**config.mk**
```make
export PLATFORM = sky130hd
export DESIGN_NAME = sjis_gaiji_filter_flat
export DESIGN_NICKNAME = d
export VERILOG_FILES = /design/src/hw/rtl/sjisgf_pkg.sv /design/src/hw/rtl/sjisgf_if.sv /design/src/hw/rtl/sjis_gaiji_filter.sv /design/src/hw/rtl/sjisgf_decode.sv /design/src/flat_wrapper.sv
export SDC_FILE = /design/constraint.sdc
export NUM_CORES = 1
export LEC_CHECK = 0
export BUFFER_PORTS_ARGS = -buffer_cell sky130_fd_sc_hd__buf_4
export CAP_MARGIN = 0
export CORE_ASPECT_RATIO = 1.75
export CORE_UTILIZATION = 54
export DETAILED_ROUTE_END_ITERATION = 10
export PLACE_DENSITY_LB_ADDON = 0.15
export SLEW_MARGIN = 20
export SYNTH_ARGS = -nofsm -noshare
export SYNTH_HDL_FRONTEND = slang
export SYNTH_SLANG_ARGS = --single-unit
```
**constraint.sdc**
```tcl
create_clock -name i_clk -period 3.6 [get_ports i_clk]
set_clock_uncertainty 0.2 [all_clocks]
set_input_delay 0.36 -clock i_clk [delete_from_list [all_inputs] [get_ports i_clk]]
set_output_delay 0.36 -clock i_clk [all_outputs]
set_load 0.02 [all_outputs]
```
**src/hw/rtl/sjisgf_pkg.sv**
```systemverilog
// ----------------------------------------------------------------------------
// sjisgf_pkg
// Shared types, constants and character-class functions for the Shift-JIS
// gaiji filter.
// ----------------------------------------------------------------------------
package sjisgf_pkg;

    localparam logic [15:0] SJISGF_REPL_RESET = 16'h8140;
    localparam int          SJISGF_Q_DEPTH    = 4;

    // one result beat
    typedef struct packed {
        logic [7:0] out_byte;
        logic       bad_char;
        logic       string_end;
        logic       run_last;
    } t_result;

    // what one input byte produces
    typedef struct packed {
        logic [1:0] count;
        t_result    res0;
        t_result    res1;
    } t_dec;

    typedef struct packed {
        logic lead_pending;
        logic discarding;
    } t_dec_status;

    function automatic logic is_single(input logic [7:0] b);
        return (b >= 8'h01 && b <= 8'h7F) || (b >= 8'hA1 && b <= 8'hDF);
    endfunction

    function automatic logic is_lead(input logic [7:0] b);
        return (b >= 8'h81 && b <= 8'h9F) || (b >= 8'hE0 && b <= 8'hFC);
    endfunction

    function automatic logic is_trail(input logic [7:0] b);
        return (b >= 8'h40 && b <= 8'h7E) || (b >= 8'h80 && b <= 8'hFC);
    endfunction

    // vendor and user-defined character ranges
    function automatic logic is_gaiji(input logic [7:0] lead, input logic [7:0] trail);
        logic g;
        g = 1'b0;
        if (lead == 8'h84) begin
            g = (trail >= 8'h92);
        end else if (lead >= 8'h85 && lead <= 8'h86) begin
            g = 1'b1;
        end else if (lead == 8'h87) begin
            g = (trail >= 8'h9D);
        end else if (lead == 8'h88) begin
            g = (trail <= 8'h9E);
        end else if (lead == 8'hEA) begin
            g = (trail >= 8'hA5);
        end else if (lead >= 8'hEB && lead <= 8'hEC) begin
            g = 1'b1;
        end else if (lead == 8'hEE) begin
            g = (trail >= 8'hFD);
        end else if (lead >= 8'hEF && lead <= 8'hFA) begin
            g = 1'b1;
        end else if (lead == 8'hFC) begin
            g = (trail >= 8'h4B);
        end
        return g;
    endfunction

endpackage

```
**src/hw/rtl/sjisgf_if.sv**
```systemverilog
// ----------------------------------------------------------------------------
// sjisgf_if
// Valid/ready channels of the Shift-JIS gaiji filter: input bytes, result
// beats and the replacement code write port.
// ----------------------------------------------------------------------------
interface sjisgf_in_if;
    logic       valid;
    logic       ready;
    logic [7:0] in_byte;
    logic       final_byte;

    modport source (output valid, output in_byte, output final_byte, input ready);
    modport sink   (input valid, input in_byte, input final_byte, output ready);
endinterface

interface sjisgf_out_if;
    logic       valid;
    logic       ready;
    logic [7:0] out_byte;
    logic       bad_char;
    logic       string_end;
    logic       run_last;

    modport source (output valid, output out_byte, output bad_char, output string_end,
                    output run_last, input ready);
    modport sink   (input valid, input out_byte, input bad_char, input string_end,
                    input run_last, output ready);
endinterface

interface sjisgf_cfg_if;
    logic        valid;
    logic        ready;
    logic [15:0] replacement_code;

    modport source (output valid, output replacement_code, input ready);
    modport sink   (input valid, input replacement_code, output ready);
endinterface

```
**src/hw/rtl/sjis_gaiji_filter.sv**
```systemverilog
// ----------------------------------------------------------------------------
// sjis_gaiji_filter
// Shift-JIS byte filter with gaiji replacement: input register, decoder and
// a small result queue that drains one beat per cycle when o_out is ready.
// ----------------------------------------------------------------------------
// An accepted byte passes through the input register and the decoder into the
//   result queue, from which its beats are offered.
// Throughput: one input byte per cycle, one result beat per cycle while o_out
//   is ready; two bytes of a character give two beats, so the queue keeps pace.
// Input stalls only while the result queue holds more than Q_DEPTH-2 beats.
// Reset (synchronous, active low) empties the input stage and the queue,
// clears decoder state and sets the replacement code to 0x8140.
module sjis_gaiji_filter
    import sjisgf_pkg::*;
#(
    parameter int Q_DEPTH = SJISGF_Q_DEPTH
) (
    input  logic  i_clk,
    input  logic  i_rst_n,
    sjisgf_in_if.sink     i_in,
    sjisgf_out_if.source  o_out,
    sjisgf_cfg_if.sink    i_cfg
);

    localparam int PW = (Q_DEPTH > 1) ? $clog2(Q_DEPTH) : 1;
    localparam int CW = $clog2(Q_DEPTH + 1);

    // configuration
    logic [15:0] r_repl;

    assign i_cfg.ready = 1'b1;

    always_ff @(posedge i_clk) begin
        if (!i_rst_n) begin
            r_repl <= SJISGF_REPL_RESET;
        end else if (i_cfg.valid) begin
            r_repl <= i_cfg.replacement_code;
        end
    end

    // input register
    logic        r_s1_valid;
    logic [7:0]  r_s1_byte;
    logic        r_s1_final;
    logic        s1_adv;
    logic        in_fire;
    logic [CW-1:0] r_count;

    assign s1_adv     = r_s1_valid && (r_count <= CW'(Q_DEPTH - 2));
    assign i_in.ready = !r_s1_valid || s1_adv;
    assign in_fire    = i_in.valid && i_in.ready;

    always_ff @(posedge i_clk) begin
        if (!i_rst_n) begin
            r_s1_valid <= 1'b0;
        end else if (i_in.ready) begin
            r_s1_valid <= i_in.valid;
        end
    end

    always_ff @(posedge i_clk) begin
        if (in_fire) begin
            r_s1_byte  <= i_in.in_byte;
            r_s1_final <= i_in.final_byte;
        end
    end

    // decode
    t_dec        dec;
    t_dec_status dec_st;

    sjisgf_decode u_decode (
        .i_clk    (i_clk),
        .i_rst_n  (i_rst_n),
        .i_adv    (s1_adv),
        .i_byte   (r_s1_byte),
        .i_final  (r_s1_final),
        .i_repl   (r_repl),
        .o_dec    (dec),
        .o_status (dec_st)
    );

    // result queue
    t_result       r_q [Q_DEPTH];
    logic [PW-1:0] r_wr;
    logic [PW-1:0] r_rd;
    logic [PW-1:0] wr1;
    logic [PW-1:0] wr2;
    logic [PW-1:0] rd1;
    logic [1:0]    push_n;
    logic          pop;
    logic [PW-1:0] n_wr;
    logic [PW-1:0] n_rd;
    logic [CW-1:0] n_count;

    function automatic logic [PW-1:0] ptr_inc(input logic [PW-1:0] p);
        return (p == PW'(Q_DEPTH - 1)) ? '0 : p + PW'(1);
    endfunction

    assign push_n = s1_adv ? dec.count : 2'd0;
    assign pop    = o_out.valid && o_out.ready;
    assign wr1    = ptr_inc(r_wr);
    assign wr2    = ptr_inc(wr1);
    assign rd1    = ptr_inc(r_rd);

    always_comb begin
        case (push_n)
            2'd1:    n_wr = wr1;
            2'd2:    n_wr = wr2;
            default: n_wr = r_wr;
        endcase
        n_rd    = pop ? rd1 : r_rd;
        n_count = r_count + CW'(push_n) - CW'(pop);
    end

    always_ff @(posedge i_clk) begin
        if (!i_rst_n) begin
            r_wr    <= '0;
            r_rd    <= '0;
            r_count <= '0;
        end else begin
            r_wr    <= n_wr;
            r_rd    <= n_rd;
            r_count <= n_count;
        end
    end

    always_ff @(posedge i_clk) begin
        if (push_n != 2'd0) begin
            r_q[r_wr] <= dec.res0;
        end
        if (push_n == 2'd2) begin
            r_q[wr1] <= dec.res1;
        end
    end

    assign o_out.valid      = (r_count != '0);
    assign o_out.out_byte   = r_q[r_rd].out_byte;
    assign o_out.bad_char   = r_q[r_rd].bad_char;
    assign o_out.string_end = r_q[r_rd].string_end;
    assign o_out.run_last   = r_q[r_rd].run_last;

`ifndef SYNTHESIS
    a_q_bound: assert property (@(posedge i_clk) disable iff (!i_rst_n)
        r_count <= CW'(Q_DEPTH))
        else $error("result queue overflow");

    a_state_excl: assert property (@(posedge i_clk) disable iff (!i_rst_n)
        !(dec_st.lead_pending && dec_st.discarding))
        else $error("lead held while dropping string");

    a_err_beat: assert property (@(posedge i_clk) disable iff (!i_rst_n)
        (o_out.valid && o_out.bad_char) |-> (o_out.run_last && o_out.out_byte == 8'h00))
        else $error("error beat malformed");

    a_drop_end: assert property (@(posedge i_clk) disable iff (!i_rst_n)
        (s1_adv && dec_st.discarding && !r_s1_final) |=> (r_count <= $past(r_count)))
        else $error("dropped byte produced a result");
`endif

endmodule

```
**src/hw/rtl/sjisgf_decode.sv**
```systemverilog
// ----------------------------------------------------------------------------
// sjisgf_decode
// Character decoder: holds the lead byte and drop state, and turns each byte
// into zero, one or two result beats.
// ----------------------------------------------------------------------------
module sjisgf_decode
    import sjisgf_pkg::*;
(
    input  logic        i_clk,
    input  logic        i_rst_n,
    input  logic        i_adv,
    input  logic [7:0]  i_byte,
    input  logic        i_final,
    input  logic [15:0] i_repl,
    output t_dec        o_dec,
    output t_dec_status o_status
);

    logic [7:0] r_held_lead;
    logic       r_lead_pending;
    logic       r_discarding;
    logic [7:0] n_held_lead;
    logic       n_lead_pending;
    logic       n_discarding;

    always_comb begin
        t_dec d;
        d              = '0;
        n_held_lead    = r_held_lead;
        n_lead_pending = r_lead_pending;
        n_discarding   = r_discarding;
        if (r_discarding) begin
            // drop until the final byte, then close the string
            if (i_final) begin
                d.count      = 2'd1;
                d.res0       = '{out_byte: 8'h00, bad_char: 1'b1, string_end: 1'b1,
                                 run_last: 1'b1};
                n_discarding = 1'b0;
            end
        end else if (r_lead_pending && is_trail(i_byte)) begin
            d.count        = 2'd2;
            n_lead_pending = 1'b0;
            n_held_lead    = 8'h00;
            if (is_gaiji(r_held_lead, i_byte)) begin
                d.res0 = '{out_byte: i_repl[15:8], bad_char: 1'b0, string_end: 1'b0,
                           run_last: 1'b0};
                d.res1 = '{out_byte: i_repl[7:0], bad_char: 1'b0, string_end: i_final,
                           run_last: 1'b1};
            end else begin
                d.res0 = '{out_byte: r_held_lead, bad_char: 1'b0, string_end: 1'b0,
                           run_last: 1'b0};
                d.res1 = '{out_byte: i_byte, bad_char: 1'b0, string_end: i_final,
                           run_last: 1'b1};
            end
        end else if (!r_lead_pending && is_single(i_byte)) begin
            d.count = 2'd1;
            d.res0  = '{out_byte: i_byte, bad_char: 1'b0, string_end: i_final,
                        run_last: 1'b1};
        end else if (!r_lead_pending && is_lead(i_byte) && !i_final) begin
            n_held_lead    = i_byte;
            n_lead_pending = 1'b1;
        end else begin
            // bad byte, bad trail or lead at string end
            d.count        = 2'd1;
            d.res0         = '{out_byte: 8'h00, bad_char: 1'b1, string_end: i_final,
                               run_last: 1'b1};
            n_lead_pending = 1'b0;
            n_held_lead    = 8'h00;
            n_discarding   = !i_final;
        end
        o_dec = d;
    end

    always_ff @(posedge i_clk) begin
        if (!i_rst_n) begin
            r_held_lead    <= 8'h00;
            r_lead_pending <= 1'b0;
            r_discarding   <= 1'b0;
        end else if (i_adv) begin
            r_held_lead    <= n_held_lead;
            r_lead_pending <= n_lead_pending;
            r_discarding   <= n_discarding;
        end
    end

    assign o_status = '{lead_pending: r_lead_pending, discarding: r_discarding};

endmodule
```
**src/flat_wrapper.sv**
```systemverilog
// flat-port wrapper written by rule: the top's interface ports become plain ports
module sjis_gaiji_filter_flat import sjisgf_pkg::*;
#(
    parameter int Q_DEPTH = SJISGF_Q_DEPTH
)
  (i_clk, i_rst_n, i_in_valid, i_in_in_byte, i_in_final_byte, i_in_ready, o_out_valid, o_out_out_byte, o_out_bad_char, o_out_string_end, o_out_run_last, o_out_ready, i_cfg_valid, i_cfg_replacement_code, i_cfg_ready);
  sjisgf_in_if i_in_i ();
  sjisgf_out_if o_out_i ();
  sjisgf_cfg_if i_cfg_i ();
  input  logic i_clk;
  input  logic i_rst_n;
  input wire logic [$bits(i_in_i.valid)-1:0] i_in_valid;
  input wire logic [$bits(i_in_i.in_byte)-1:0] i_in_in_byte;
  input wire logic [$bits(i_in_i.final_byte)-1:0] i_in_final_byte;
  output wire logic [$bits(i_in_i.ready)-1:0] i_in_ready;
  output wire logic [$bits(o_out_i.valid)-1:0] o_out_valid;
  output wire logic [$bits(o_out_i.out_byte)-1:0] o_out_out_byte;
  output wire logic [$bits(o_out_i.bad_char)-1:0] o_out_bad_char;
  output wire logic [$bits(o_out_i.string_end)-1:0] o_out_string_end;
  output wire logic [$bits(o_out_i.run_last)-1:0] o_out_run_last;
  input wire logic [$bits(o_out_i.ready)-1:0] o_out_ready;
  input wire logic [$bits(i_cfg_i.valid)-1:0] i_cfg_valid;
  input wire logic [$bits(i_cfg_i.replacement_code)-1:0] i_cfg_replacement_code;
  output wire logic [$bits(i_cfg_i.ready)-1:0] i_cfg_ready;
  assign i_in_i.valid = i_in_valid;
  assign i_in_i.in_byte = i_in_in_byte;
  assign i_in_i.final_byte = i_in_final_byte;
  assign i_in_ready = i_in_i.ready;
  assign o_out_valid = o_out_i.valid;
  assign o_out_out_byte = o_out_i.out_byte;
  assign o_out_bad_char = o_out_i.bad_char;
  assign o_out_string_end = o_out_i.string_end;
  assign o_out_run_last = o_out_i.run_last;
  assign o_out_i.ready = o_out_ready;
  assign i_cfg_i.valid = i_cfg_valid;
  assign i_cfg_i.replacement_code = i_cfg_replacement_code;
  assign i_cfg_ready = i_cfg_i.ready;
  sjis_gaiji_filter #(.Q_DEPTH(Q_DEPTH)) u_core (.i_clk(i_clk), .i_rst_n(i_rst_n), .i_in(i_in_i), .o_out(o_out_i), .i_cfg(i_cfg_i));
endmodule
```
==> results.txt <==
----------------------------------------------------
[Logic synthesis]
  Mapped Area ... 4972 µm²
  Number of synthesized flops with an enable pin ... 49
  Area leader, netlist ... sky130_fd_sc_hd__edfxtp_1
  Area contributors post-synth ... sky130_fd_sc_hd__edfxtp_1 30%, sky130_fd_sc_hd__dfxtp_1 16%, sky130_fd_sc_hd__mux2i_1 5.0%
  Most used flip-flop cell after synthesis ... sky130_fd_sc_hd__edfxtp_1
  Post-synthesis average cell area ... roughly 11 µm²
  Fraction of the yosys area taken by sequential cells ... around 46%
  Nets in the synthesized netlist ... between 500 and 600
  Total of flip-flops plus latches after synthesis ... 89
  Gate Count Post-Synth ... about 470
  Top-area cell type share of the netlist area ... slightly below 30%
  Cell variety after synth ... 63
  FFs w/ async S/R, synth ... 0%
  Count of warnings emitted by yosys ... 0

[Clock tree]
  Clock slew at the register clock pins of the worst setup and hold paths ... approximately 60 ps
  Buffer levels on the longest clock path ... 2
  Count of H-tree levels built during CTS ... 3
  CTS tree ... done
  Clock root buffer master ... sky130_fd_sc_hd__clkbuf_16
  TritonCTS Buffers ... 9
  Clock sink count ... approximately 90
  Clock insertion delay at the later pin of the skew report ... roughly 340 ps
  Number of buffers inserted by post-CTS setup repair ... 0

[Layout]
  Share of layout cells above drive strength 1 ... a little under a quarter
  Total number of nets in the final design ... around 580
  Area grow syn2layout ... 19.90%
  Most frequent cells in the layout ... 70 x sky130_fd_sc_hd__buf_4, 49 x sky130_fd_sc_hd__edfxtp_1, 41 x sky130_fd_sc_hd__nand2_1
  Cell area after layout ... roughly 6000 µm²
  Count of antenna diodes in the layout ... 0
  Filler Cells Inserted ... between 700 and 800
  Most common cell after layout, fill and taps aside ... sky130_fd_sc_hd__buf_4

[Timing]
  Setup TNS Final ... 0 ps
  Setup repair after global routing missed its margin ... yes
  Remaining max-slew budget at the tightest pin ... ~46%
  Worst Tran Pin Value ... roughly 800 ps
  Crit path time final ... about 3400 ps
  Count of final setup violators ... 0
  Max Clock Freq ... a little under 300 MHz
  Count of pins over their slew limit ... 0
  Final hold violation count ... 0
  Period utilization ... around 96%

[GRT]
  Global-route wire length before repair ... 20110 µm
  GR Util All Layers ... 28.19%
  Congestion Overflow GR ... 0
  Number of antenna violations at the first check in global routing ... 0
  Via count of the first global-routing pass ... around 4k
  Pin count of the biggest net entering global routing ... 35

[Worst setup path]
  Critical Path Source Type ... flip-flop
  Arrival time of data at the critical path endpoint ... about 3400 ps
  Endpoint kind of the worst setup timing path ... flip-flop
  Worst Reg2Reg Path Length in Cells ... 11
  Critical path type ... flip-flop to flip-flop
  Crit Path Max Fanout ... 10
  Worst EP required ... 3560 ps

[Route]
  Per-cell routed wire length ... 19.42 µm
  Count of nets left with antenna violations after detail routing ... 0
  Vias per inst ... 6.241
  Via count of the routed design ... slightly above 4k
  First-pass DRT Iterations ... 7
  Detailed Route Iter0 Violations ... 512
  Total wire length ... ~13000 µm
  Number of DRC violations after detailed routing ... 0

[Die]
  Core region area ... approximately 9000 µm²
  Die Ht ... about 130 µm
  Number of top-level pins ... 44
  Effective utilization at floorplan ... 55.38%
  Number of cell rows ... 46
  Die span in x ... ~75 µm
  Die footprint ... between 9000 and 10000 µm²

[Power and ir drop]
  Power per standard cell area ... between 400 and 500 nW/µm²
  Post-layout total power ... approximately 2.8 mW
  Maximum vdd drop ... around 0.34 mV
  Leakage power figure ... around 2.2 nW

[Placed design]
  Post-placement cell area ... approximately 5500 µm²
  Gp weighted congestion ... around 0.98
  Port Buf Inserts ... 42
  HPWL Detailed ... between 9000 and 10000 µm

[Flow run]
  Maxcap violations ... 0

[Worst hold path]
  Class of the most critical hold timing path ... input port to flip-flop
  Number of stages on the worst hold path ... 3

[Run status]
  Status ... finished clean

----------------------------------------------------
==> power by group <==
| group | switching [mW] | leakage, nW | internal (mW) | total, mW |
|---|---|---|---|---|
| clock | 0.358 | 0.148 | 0.545 | 0.903 |
| sequential | 0.0957 | 0.762 | 1.17 | 1.26 |
| combinational | 0.338 | 1.28 | 0.321 | 0.659 |
| total | 0.791 | 2.19 | 2.03 | 2.82 |
==> cell type report <==
class / count / area [µm²] / share of cell area [%]
tap: 120 / 150.1 / 2.518
inverter: 21 / 78.83 / 1.322
sequential: 89 / 2272 / 38.11
clock buffer: 14 / 285.3 / 4.785
timing repair buffer: 79 / 615.6 / 10.33
multi-input combinational: 338 / 2550 / 42.77
clock inverter: 2 / 10.01 / 0.1679
==> repair_timing <==
action / 4_1_cts / 5_1_grt
gates resized for setup: 0 / 10
setup endpoints to repair: 0 / 26
hold buffers: 9 / 0
hold endpoints to repair: 9 / 0
==> path summary, 6_finish.rpt <==
check	startpoint	to	slack (ps)
setup / recovery	u_core.r_s1_byte[7]	u_core.r_q[1][4]	150
hold / removal	i_cfg_replacement_code[6]	u_core.r_repl[6]	30
setup reg to reg	u_core.r_s1_byte[7]	u_core.r_q[1][4]	150
hold reg to reg	u_core.r_q[2][2]	u_core.r_q[2][2]	320
==> kinds of logic after synthesis <==
family	Yosys count	share of synthesized area (%)
AO/OA/AOI/OAI	121	19.10
XOR/XNOR	3	0.5285
adder cells (fa/ha/maj)	14	3.674
buffers and inverters	48	4.353
flip-flops	89	45.70
multiplexers	36	10.02
other	1	0.07542
AND/OR/NAND/NOR	161	16.56
==> sequential cells by signal, summed over array words and instances (netlist names), named ones only <==
register / cells
u_core.r_count: 3
u_core.r_q: 44
u_core.r_rd: 2
u_core.r_repl: 16
u_core.r_s1_byte: 8
u_core.r_s1_final: 1
u_core.r_s1_valid: 1
u_core.r_wr: 2
u_core.u_decode.r_discarding: 1
u_core.u_decode.r_held_lead: 8
u_core.u_decode.r_lead_pending: 1
==> cell usage after synthesis (2+ instances only) <==
| library cell | number |
|---|---|
| sky130_fd_sc_hd__a21boi_0 | 3 |
| sky130_fd_sc_hd__a21boi_1 | 7 |
| sky130_fd_sc_hd__a21o_1 | 6 |
| sky130_fd_sc_hd__a21oi_1 | 18 |
| sky130_fd_sc_hd__a22oi_1 | 13 |
| sky130_fd_sc_hd__a31oi_2 | 2 |
| sky130_fd_sc_hd__a32o_1 | 4 |
| sky130_fd_sc_hd__a32oi_1 | 3 |
| sky130_fd_sc_hd__a32oi_2 | 2 |
| sky130_fd_sc_hd__and2_1 | 6 |
| sky130_fd_sc_hd__and3_1 | 6 |
| sky130_fd_sc_hd__buf_1 | 2 |
| sky130_fd_sc_hd__buf_2 | 8 |
| sky130_fd_sc_hd__buf_4 | 3 |
| sky130_fd_sc_hd__buf_6 | 2 |
| sky130_fd_sc_hd__clkbuf_1 | 12 |
| sky130_fd_sc_hd__clkinv_1 | 2 |
| sky130_fd_sc_hd__dfxtp_1 | 40 |
| sky130_fd_sc_hd__edfxtp_1 | 49 |
| sky130_fd_sc_hd__ha_1 | 13 |
| sky130_fd_sc_hd__inv_1 | 18 |
| sky130_fd_sc_hd__mux2i_1 | 25 |
| sky130_fd_sc_hd__mux4_2 | 11 |
| sky130_fd_sc_hd__nand2_1 | 42 |
| sky130_fd_sc_hd__nand2b_1 | 3 |
| sky130_fd_sc_hd__nand3_1 | 39 |
| sky130_fd_sc_hd__nand3b_1 | 2 |
| sky130_fd_sc_hd__nand4_1 | 3 |
| sky130_fd_sc_hd__nor2_1 | 18 |
| sky130_fd_sc_hd__nor2_2 | 3 |
| sky130_fd_sc_hd__nor2b_1 | 21 |
| sky130_fd_sc_hd__nor3_1 | 5 |
| sky130_fd_sc_hd__nor4_1 | 3 |
| sky130_fd_sc_hd__o211a_1 | 2 |
| sky130_fd_sc_hd__o211ai_1 | 5 |
| sky130_fd_sc_hd__o21a_1 | 6 |
| sky130_fd_sc_hd__o21ai_0 | 9 |
| sky130_fd_sc_hd__o21ai_1 | 4 |
| sky130_fd_sc_hd__o221ai_1 | 21 |
| sky130_fd_sc_hd__o22ai_1 | 3 |
| sky130_fd_sc_hd__o31ai_2 | 2 |
| sky130_fd_sc_hd__or2_1 | 2 |
| sky130_fd_sc_hd__or3_1 | 4 |
| sky130_fd_sc_hd__xnor2_1 | 2 |
==> stage by stage <==
stage	std cells	util [%]	hold slack (ps)	setup WS, ps
6_report	663	66.40	33.63	154.5
5_1_grt	663	66.40	39.17	5.457
2_1_floorplan	473	-	232.0	16.48
3_5_place_dp	636	61.43	290.1	79.11
4_1_cts	661	65.72	32.32	60.60
3_3_place_gp	636	61.43	287.9	153.4
==> per-layer routing <==
layer / vias to the layer above / wire length, µm / track usage, %
li1: 1938 / - / -
met1: 1951 / 4790 / 31.92
met2: 200 / 6878 / 50.61
met3: 49 / 689 / 3.837
met4: 0 / 514 / 13.21
met5: - / 0 / 0
==> worst max-delay path, cell delays in order, from the launching register on <==
cell	delay, ps
sky130_fd_sc_hd__edfxtp_1	500
sky130_fd_sc_hd__o211a_1	280
sky130_fd_sc_hd__a31o_2	360
sky130_fd_sc_hd__nor2_1	190
sky130_fd_sc_hd__nand3_1	190
sky130_fd_sc_hd__inv_1	90
sky130_fd_sc_hd__ha_1	290
sky130_fd_sc_hd__nand2_1	200
sky130_fd_sc_hd__nor2_2	440
sky130_fd_sc_hd__a22oi_1	130
sky130_fd_sc_hd__buf_4	200
sky130_fd_sc_hd__o221ai_1	190
No activity file was read; power rests on OpenSTA's default activity.
